[src/rtl/core/pps_pkg.sv]
package pps_pkg;

  localparam logic [1:0] MODE_PUBLISH     = 2'd0;
  localparam logic [1:0] MODE_SUBSCRIBE   = 2'd1;
  localparam logic [1:0] MODE_UNSUBSCRIBE = 2'd2;
  localparam logic [1:0] MODE_UNSUB_ALL   = 2'd3;

  localparam logic [1:0] ERR_OK       = 2'd0;
  localparam logic [1:0] ERR_LIMIT    = 2'd1;
  localparam logic [1:0] ERR_RESERVED = 2'd2;
  localparam logic [1:0] ERR_PRIORITY = 2'd3;

  localparam int SIG_W  = 6;
  localparam int PRIO_W = 6;
  localparam int LIM_W  = 7;

  typedef struct packed {
    logic [5:0] subscriber;
    logic       has_subscriber;
    logic [1:0] error_code;
    logic       last;
  } result_t;

endpackage

[src/rtl/core/pps_mem.sv]
module pps_mem #(
  parameter int WIDTH = 32,
  parameter int DEPTH = 64,
  parameter int AW    = 6
) (
  input  logic             clk,
  input  logic             rd_en,
  input  logic [AW-1:0]    rd_addr,
  output logic [WIDTH-1:0] rd_data,
  input  logic             wr_en,
  input  logic [AW-1:0]    wr_addr,
  input  logic [WIDTH-1:0] wr_data
);

  logic [WIDTH-1:0] mem [DEPTH];

  always_ff @(posedge clk) begin
    if (wr_en) begin
      mem[wr_addr] <= wr_data;
    end
  end

  always_ff @(posedge clk) begin
    if (rd_en) begin
      rd_data <= mem[rd_addr];
    end
  end

endmodule

[src/rtl/core/pps_pick.sv]
module pps_pick #(
  parameter int WIDTH = 32,
  parameter int IW    = 5
) (
  input  logic [WIDTH-1:0] bits,
  output logic [IW-1:0]    top_idx,
  output logic [WIDTH-1:0] rest
);

  // Highest set bit wins: later iterations override earlier ones.
  always_comb begin
    top_idx = '0;
    for (int i = 0; i < WIDTH; i++) begin
      if (bits[i]) begin
        top_idx = IW'(i);
      end
    end
    rest = bits & ~(WIDTH'(1) << top_idx);
  end

endmodule

[src/rtl/core/pps_seq.sv]
module pps_seq #(
  parameter int MAX_SUBSCRIBERS   = 32,
  parameter int MEM_DEPTH         = 64,
  parameter int FIRST_USER_SIGNAL = 4
) (
  input  logic                        clk,
  input  logic                        rst,
  input  logic [pps_pkg::LIM_W-1:0]   lim,
  input  logic                        in_valid,
  output logic                        in_ready,
  input  logic [1:0]                  mode,
  input  logic [pps_pkg::SIG_W-1:0]   signal,
  input  logic [pps_pkg::PRIO_W-1:0]  priority_req,
  output logic                        out_valid,
  input  logic                        out_ready,
  output pps_pkg::result_t            res
);

  localparam int MW = MAX_SUBSCRIBERS;
  localparam int AW = (MEM_DEPTH > 1) ? $clog2(MEM_DEPTH) : 1;
  localparam int IW = (MW > 1) ? $clog2(MW) : 1;

  typedef enum logic [2:0] {
    S_CLEAR, S_IDLE, S_RMW, S_PUB_RD, S_PUB_EMIT, S_UA_RD, S_UA_WR, S_ONE
  } state_t;

  state_t                       state;
  logic [AW-1:0]                clr_addr;
  logic [AW-1:0]                op_addr;
  logic                         op_set;
  logic [MW-1:0]                op_mask;
  logic [pps_pkg::LIM_W-1:0]    ua_sig;
  logic [MW-1:0]                scan;
  logic [1:0]                   err_hold;

  logic                         mem_rd_en;
  logic [AW-1:0]                mem_rd_addr;
  logic [MW-1:0]                mem_rd_data;
  logic                         mem_wr_en;
  logic [AW-1:0]                mem_wr_addr;
  logic [MW-1:0]                mem_wr_data;

  logic [IW-1:0]                pick_idx;
  logic [MW-1:0]                pick_rest;

  logic                         accept;
  logic                         slot_free;
  logic                         prio_ok;
  logic                         sig_in_lim;
  logic                         sig_reserved;
  logic                         in_err;
  logic [1:0]                   in_err_code;
  logic                         in_rd;
  logic                         in_ua;
  logic                         ua_more;
  logic [MW-1:0]                in_mask;

  pps_mem #(
    .WIDTH (MW),
    .DEPTH (MEM_DEPTH),
    .AW    (AW)
  ) u_mem (
    .clk     (clk),
    .rd_en   (mem_rd_en),
    .rd_addr (mem_rd_addr),
    .rd_data (mem_rd_data),
    .wr_en   (mem_wr_en),
    .wr_addr (mem_wr_addr),
    .wr_data (mem_wr_data)
  );

  pps_pick #(
    .WIDTH (MW),
    .IW    (IW)
  ) u_pick (
    .bits    (scan),
    .top_idx (pick_idx),
    .rest    (pick_rest)
  );

  assign in_ready  = (state == S_IDLE);
  assign accept    = in_valid && in_ready;
  assign slot_free = !out_valid || out_ready;
  assign ua_more   = ua_sig < lim;

  assign prio_ok      = (priority_req != '0) &&
                        (pps_pkg::LIM_W'(priority_req) <= pps_pkg::LIM_W'(MAX_SUBSCRIBERS));
  assign sig_in_lim   = pps_pkg::LIM_W'(signal) < lim;
  assign sig_reserved = pps_pkg::LIM_W'(signal) < pps_pkg::LIM_W'(FIRST_USER_SIGNAL);
  assign in_mask      = MW'(1) << (priority_req - pps_pkg::PRIO_W'(1));

  // Sort the incoming beat: immediate error, table read, or sweep.
  always_comb begin
    in_err      = 1'b0;
    in_err_code = pps_pkg::ERR_OK;
    in_rd       = 1'b0;
    in_ua       = 1'b0;
    if (mode == pps_pkg::MODE_PUBLISH) begin
      if (!sig_in_lim) begin
        in_err      = 1'b1;
        in_err_code = pps_pkg::ERR_LIMIT;
      end else begin
        in_rd = 1'b1;
      end
    end else if (!prio_ok) begin
      in_err      = 1'b1;
      in_err_code = pps_pkg::ERR_PRIORITY;
    end else if (mode == pps_pkg::MODE_UNSUB_ALL) begin
      in_ua = 1'b1;
    end else if (sig_reserved) begin
      in_err      = 1'b1;
      in_err_code = pps_pkg::ERR_RESERVED;
    end else if (!sig_in_lim) begin
      in_err      = 1'b1;
      in_err_code = pps_pkg::ERR_LIMIT;
    end else begin
      in_rd = 1'b1;
    end
  end

  always_comb begin
    mem_rd_en   = 1'b0;
    mem_rd_addr = signal[AW-1:0];
    mem_wr_en   = 1'b0;
    mem_wr_addr = op_addr;
    mem_wr_data = '0;
    unique case (state)
      S_CLEAR: begin
        mem_wr_en   = 1'b1;
        mem_wr_addr = clr_addr;
      end
      S_IDLE: begin
        mem_rd_en = accept && in_rd;
      end
      S_RMW: begin
        mem_wr_en   = 1'b1;
        mem_wr_data = op_set ? (mem_rd_data | op_mask) : (mem_rd_data & ~op_mask);
      end
      S_UA_RD: begin
        mem_rd_en   = ua_more;
        mem_rd_addr = ua_sig[AW-1:0];
      end
      S_UA_WR: begin
        mem_wr_en   = 1'b1;
        mem_wr_addr = ua_sig[AW-1:0];
        mem_wr_data = mem_rd_data & ~op_mask;
      end
      S_PUB_RD, S_PUB_EMIT, S_ONE: begin
      end
      default: begin
      end
    endcase
  end

  always_ff @(posedge clk) begin
    if (rst) begin
      state     <= S_CLEAR;
      clr_addr  <= '0;
      out_valid <= 1'b0;
    end else begin
      if (out_valid && out_ready) begin
        out_valid <= 1'b0;
      end
      unique case (state)
        S_CLEAR: begin
          clr_addr <= clr_addr + AW'(1);
          if (clr_addr == AW'(MEM_DEPTH - 1)) begin
            state <= S_IDLE;
          end
        end
        S_IDLE: begin
          if (accept) begin
            op_addr  <= signal[AW-1:0];
            op_set   <= (mode == pps_pkg::MODE_SUBSCRIBE);
            op_mask  <= in_mask;
            ua_sig   <= pps_pkg::LIM_W'(FIRST_USER_SIGNAL);
            err_hold <= in_err_code;
            if (in_err) begin
              if (slot_free) begin
                out_valid          <= 1'b1;
                res.subscriber     <= '0;
                res.has_subscriber <= 1'b0;
                res.error_code     <= in_err_code;
                res.last           <= 1'b1;
              end else begin
                state <= S_ONE;
              end
            end else if (in_ua) begin
              state <= S_UA_RD;
            end else if (mode == pps_pkg::MODE_PUBLISH) begin
              state <= S_PUB_RD;
            end else begin
              state <= S_RMW;
            end
          end
        end
        S_RMW: begin
          // Write back once, then report done.
          err_hold <= pps_pkg::ERR_OK;
          state    <= S_ONE;
          if (slot_free) begin
            out_valid          <= 1'b1;
            res.subscriber     <= '0;
            res.has_subscriber <= 1'b0;
            res.error_code     <= pps_pkg::ERR_OK;
            res.last           <= 1'b1;
            state              <= S_IDLE;
          end
        end
        S_PUB_RD: begin
          scan     <= mem_rd_data;
          err_hold <= pps_pkg::ERR_OK;
          if (mem_rd_data == '0) begin
            state <= S_ONE;
          end else begin
            state <= S_PUB_EMIT;
          end
        end
        S_PUB_EMIT: begin
          if (slot_free) begin
            out_valid          <= 1'b1;
            res.subscriber     <= 6'(pick_idx) + 6'd1;
            res.has_subscriber <= 1'b1;
            res.error_code     <= pps_pkg::ERR_OK;
            res.last           <= (pick_rest == '0);
            scan               <= pick_rest;
            if (pick_rest == '0) begin
              state <= S_IDLE;
            end
          end
        end
        S_UA_RD: begin
          if (ua_more) begin
            state <= S_UA_WR;
          end else begin
            err_hold <= pps_pkg::ERR_OK;
            state    <= S_ONE;
          end
        end
        S_UA_WR: begin
          ua_sig <= ua_sig + pps_pkg::LIM_W'(1);
          state  <= S_UA_RD;
        end
        S_ONE: begin
          if (slot_free) begin
            out_valid          <= 1'b1;
            res.subscriber     <= '0;
            res.has_subscriber <= 1'b0;
            res.error_code     <= err_hold;
            res.last           <= 1'b1;
            state              <= S_IDLE;
          end
        end
        default: begin
          state <= S_IDLE;
        end
      endcase
    end
  end

endmodule

[src/rtl/core/priority_publish_subscribe_table.sv]
// Flow: an error beat is answered from the idle state (or via S_ONE when the result slot
// is busy); subscribe and unsubscribe read the entry, write it back in S_RMW and report;
// publish reads the entry in S_PUB_RD, then emits one result per subscriber (or one status
// beat if none). Requests go one at a time through a one-port-read, one-port-write table
// memory; unsubscribe-all reads and writes each signal from first_user up to the limit.
// Reset: num_signals returns to 64 and a clearing pass zeroes min(TABLE_DEPTH, 64) entries.
module priority_publish_subscribe_table #(
  parameter int MAX_SUBSCRIBERS   = 32,
  parameter int TABLE_DEPTH       = 64,
  parameter int FIRST_USER_SIGNAL = 4
) (
  input  logic        clk,
  input  logic        rst,
  // configuration port
  input  logic        psel,
  input  logic        penable,
  input  logic        pwrite,
  input  logic [2:0]  paddr,
  input  logic [31:0] pwdata,
  output logic [31:0] prdata,
  output logic        pready,
  // request channel
  input  logic        in_valid,
  output logic        in_ready,
  input  logic [1:0]  mode,
  input  logic [5:0]  signal,
  input  logic [5:0]  priority_req,
  // result channel
  output logic        out_valid,
  input  logic        out_ready,
  output logic [5:0]  subscriber,
  output logic        has_subscriber,
  output logic [1:0]  error_code,
  output logic        last
);

  // Signal numbers are six bits wide, so entries past 63 can never be reached;
  // size the table to what the signal field can address.
  localparam int MEM_DEPTH = (TABLE_DEPTH < 64) ? TABLE_DEPTH : 64;

  logic [pps_pkg::LIM_W-1:0] num_signals;
  logic [pps_pkg::LIM_W-1:0] lim;
  pps_pkg::result_t          res;

  // Register 0 (num_signals) sits at byte address 0; decode on the word bit only.
  always_ff @(posedge clk) begin
    if (rst) begin
      num_signals <= pps_pkg::LIM_W'(64);
    end else if (psel && penable && pwrite && pready && !paddr[2]) begin
      num_signals <= pwdata[pps_pkg::LIM_W-1:0];
    end
  end

  assign pready = 1'b1;
  assign prdata = paddr[2] ? 32'd0 : {{(32 - pps_pkg::LIM_W){1'b0}}, num_signals};

  // Clamp the signal limit to the table size.
  assign lim = (num_signals > pps_pkg::LIM_W'(MEM_DEPTH)) ?
               pps_pkg::LIM_W'(MEM_DEPTH) : num_signals;

  // Sequencer: decode the request, read-modify-write the bitmap memory,
  // and drain publish bitmaps one subscriber per beat, highest priority first.
  pps_seq #(
    .MAX_SUBSCRIBERS   (MAX_SUBSCRIBERS),
    .MEM_DEPTH         (MEM_DEPTH),
    .FIRST_USER_SIGNAL (FIRST_USER_SIGNAL)
  ) u_seq (
    .clk          (clk),
    .rst          (rst),
    .lim          (lim),
    .in_valid     (in_valid),
    .in_ready     (in_ready),
    .mode         (mode),
    .signal       (signal),
    .priority_req (priority_req),
    .out_valid    (out_valid),
    .out_ready    (out_ready),
    .res          (res)
  );

  assign subscriber     = res.subscriber;
  assign has_subscriber = res.has_subscriber;
  assign error_code     = res.error_code;
  assign last           = res.last;

endmodule

[config.mk]
export PLATFORM = sky130hd
export DESIGN_NAME = priority_publish_subscribe_table
export DESIGN_NICKNAME = d
export VERILOG_FILES = /design/src/rtl/core/pps_pkg.sv /design/src/rtl/core/pps_mem.sv /design/src/rtl/core/pps_pick.sv /design/src/rtl/core/pps_seq.sv /design/src/rtl/core/priority_publish_subscribe_table.sv
export SDC_FILE = /design/constraint.sdc
export NUM_CORES = 2
export LEC_CHECK = 0
export ABC_AREA = 1
export BUFFER_PORTS_ARGS = -buffer_cell sky130_fd_sc_hd__buf_2
export CORE_UTILIZATION = 45
export CTS_CLUSTER_SIZE = 20
export DETAILED_ROUTE_END_ITERATION = 10
export GPL_ROUTABILITY_DRIVEN = 0
export PLACE_DENSITY = 0.63
export SYNTH_ARGS = -nofsm -noshare
export SYNTH_HDL_FRONTEND = slang
export SYNTH_SLANG_ARGS = --single-unit
[constraint.sdc]
create_clock -name clk -period 10.45 [get_ports clk]
set_input_delay 2.09 -clock clk [delete_from_list [all_inputs] [get_ports clk]]
set_output_delay 2.09 -clock clk [all_outputs]
set_load 0.05 [all_outputs]
==> results by group <==
Power
  • Gate power share: 0.093
  • Lkg Pwr: 28.0 nW
  • Sequential share of power: 0.529
  • Maximum VDD drop: 0.181 mV
  • Switching share of power: 0.247
  • Pwr dens: 199 nW/µm²
  • Total power: 19.4 mW
  • Clock share of power: 0.378
  • Internal Power: 14.6 mW
  • Switching Power: 4.78 mW

GRT
  • Congestion Overflow GR: 0
  • Grt met3 use: 0.0502
  • Met1 Track Usage GR: 0.334
  • Gr busiest metal: met2
  • Gr usage total: 0.241
  • Vias in the first global route: 53169
  • Largest net degree at the start of global routing: 224
  • Initial antenna violation count: 9
  • Grt met2 use: 0.373
  • First-pass GRT wire length: 349 mm

STA
  • Worst Skew: 0.0352 ns
  • RSZ-0062 raised after global routing: no
  • Slew @ Worst Pin: 1.32 ns
  • WHS: 0.486 ns
  • Final min period: 5.75 ns
  • Relative slew slack: 0.117
  • Final worst path period share: 0.550
  • Slew Limit Fails: 0
  • Hold Fails Final Rpt: 0
  • Total negative setup slack: 0 ns
  • Fin worst setup slack: 4.70 ns
  • Highest Clock Rate: 174 MHz
  • # setup viols final: 0

Synth
  • Synth top area cells: edfxtp_1 75%, o21ai_0 7.4%, nor2_1 6.1%
  • EDFF count, synth: 2170
  • Count leader, synth: edfxtp_1
  • Ys Warns: 0
  • Post-Synth Adder-Cell Area: 0.00273
  • Yosys reg bits: 2187
  • Mux share of post-synthesis cell area: 0
  • Cell variety after synth: 46
  • Avg Synthesized Cell Area: 12.9 µm²
  • Yosys top cell by area: edfxtp_1
  • Top-area cell type share of the netlist area: 0.747
  • Synth Cell Area: 87200 µm²
  • Synth Area in Compound Gates: 0.136
  • XOR/XNOR share of the synthesized area: 0.000201
  • Largest family of logic cells by synthesized area: compound AO/OA/AOI/OAI gates
  • Asr flop ratio synth: 0
  • Cells after Synth: 6739
  • Top FF cell, synth: edfxtp_1
  • Seq/Total Area, Yosys: 0.751
  • Synth Area in Simple Gates: 0.0797
  • Post-synth top cells: 2170 x edfxtp_1, 1427 x nor2_1, 1291 x o21ai_0, 506 x o22ai_1, 351 x clkbuf_1

Setup path
  • Worst R2R Setup Slack: 5.46 ns
  • R2R cell count: 12
  • Critical path endpoint category: register
  • Critical path, cell by cell: buf_2 > inv_1 > o21ai_4 > buf_12 > buf_12 > o21ai_0 > o22ai_1 > o21ai_0 > o221ai_1 > nand3_1 > nand2_1
  • Slowest cell on crit path: buf_12
  • Critical Path RT: 11.16 ns
  • Crit-path leading delay family: compound AO/OA/AOI/OAI gates
  • CP arrival: 6.46 ns
  • Worst path bufs/invs: 4
  • Crit Path Max Fanout: 223
  • Crit path from: signal[0]
  • Crit Path Category: primary input to register
  • WP depth: 11
  • CP startpoint kind: primary input
  • R2R Path End: u_seq.u_mem.mem[49][19]
  • CP peak stage delay: 0.73 ns
  • RR Startpoint: u_seq.state[1]

Clock tree
  • Clock Root Buffer: clkbuf_16
  • Clock transition at the registers of the reported paths: 0.06 ns
  • Max H-tree Level: 4
  • Clock latency on the worst-skew pair: 0.86 ns
  • Post-CTS setup buffer count: 0
  • Maximum clock insertion buffer count: 3
  • # clock sinks: 2187
  • TritonCTS Buffers: 205
  • Hold buffer count at CTS: 0
  • Post-cts sizing count: 0
  • CTS tree: done

Min path
  • Worst Hold Launch: num_signals[2]
  • Hold Crit Class: register to register
  • Hold-critical path depth: 2
  • Worst hold path endpoint: num_signals[2]

Drt
  • Vias post-DR: 56697
  • DRT iter0 DRCs: 7564
  • Residual DRC count: 0
  • Pre-antenna DRT Iters: 6
  • Post-DR vias/cell: 6.04
  • Drt total wl: 242 mm
  • WL/cell: 25.8 µm
  • Antenna viol nets, final: 0

Floorplan
  • Die span in y: 442 µm
  • Die width: 442 µm
  • Boundary pin count: 101
  • Initial Utilization: 0.453
  • Die area: 196000 µm²
  • Core Region: 193000 µm²
  • Core Rows: 161

Flow run
  • Max_cap viols: 0

Cells and area
  • Share of layout cells above drive strength 1: 0.0911
  • Nets: 6753
  • Synthesis-to-finish area growth: 11.7%

Outcome
  • Status: complete, no violations

Place
  • DP Worst Slack: 4.08 ns
  • Port bufs: 47
  • Final HPWL DP: 117 mm
## worst reg2reg max path, stage by stage (launching register included)
cell     delay [ns]
dfxtp_1        0.39
inv_1          0.10
nor2_2         0.09
buf_4          0.34
inv_2          0.11
nor2_4         0.22
inv_2          0.14
o21ai_0        0.10
o21ai_0        0.10
o21ai_1        0.55
nand4_1        1.04
nor2_4         0.96
buf_4          0.48
## routing by layer
layer / vias up / share of wire
met4: 4 / 0.036
li1: 25045 / -
met1: 28379 / 0.40
met2: 2851 / 0.45
met3: 418 / 0.11
met5: - / 0.000087
## cell type report
class | instances | area (µm²)
Timing Repair Buffer | 197 | 1540
Tap cell | 2526 | 3160
Multi-Input combinational cell | 3953 | 20100
Antenna cell | 2 | 5.00
Fill cell | 16100 | 95200
Sequential cell | 2187 | 65500
Inverter | 134 | 542
Clock inverter | 129 | 1150
Clock buffer | 252 | 5390
## cell usage in the layout (no fill, tap or decap), types with 26 or more instances in the layout
cell / instances
a21oi_1: 34
clkinv_1: 54
clkbuf_16: 209
nor2_4: 62
edfxtp_1: 2170
clkbuf_1: 43
buf_2: 47
o21ai_1: 102
o21ai_0: 1290
o221ai_1: 128
a21oi_4: 33
nand2_1: 202
nor2_1: 1368
nand3_1: 91
inv_1: 113
buf_4: 136
clkinv_2: 39
conb_1: 26
o22ai_1: 506
## logic make-up after synthesis
kind of cell	Yosys count
flops	2187
compound gates	2130
simple gates	1776
buf+inv	623
fa+ha+maj	19
xor+xnor	2
other cells	2
## how the worst max path moves through the flow
stage	end	slack [ns]
6_report	u_seq.u_mem.rd_data[1]	4.70
5_1_grt	u_seq.u_mem.rd_data[27]	4.53
4_1_cts	u_seq.u_mem.rd_data[27]	4.94
3_5_place_dp	u_seq.u_mem.rd_data[27]	4.08
3_3_place_gp	u_seq.u_mem.rd_data[14]	4.14
2_1_floorplan	u_seq.u_mem.rd_data[0]	4.44
## power groups by stage
| stage | combinational, mW | clock (mW) | sequential [mW] |
|---|---|---|---|
| CTS | 1.79 | 7.39 | 10.2 |
| floorplan | 0.967 | 0 | 10.4 |
| global placement | 1.76 | 0 | 10.4 |
| detailed placement | 1.78 | 0 | 10.4 |
| global route | 1.91 | 7.71 | 10.3 |
| finish | 1.80 | 7.31 | 10.2 |
## metrics by stage
stage               instances  instance area [µm²]   util
detailed placement       8997                90800  0.472
finish                   9380                97400  0.506
CTS                      9378                97400  0.506
global route             9379                97400  0.506
floorplan                6763                87300      -
global placement         8997                90800  0.472
## registers in the layout (all words and copies together), names as in the netlist, 7 cells and up
name	count
num_signals	7
u_seq.ua_sig	7
u_seq.op_mask	32
u_seq.u_mem.rd_data	32
u_seq.res	10
u_seq.scan	32
u_seq.u_mem.mem	2048
Note: power is estimated with default switching activity, not from simulation.
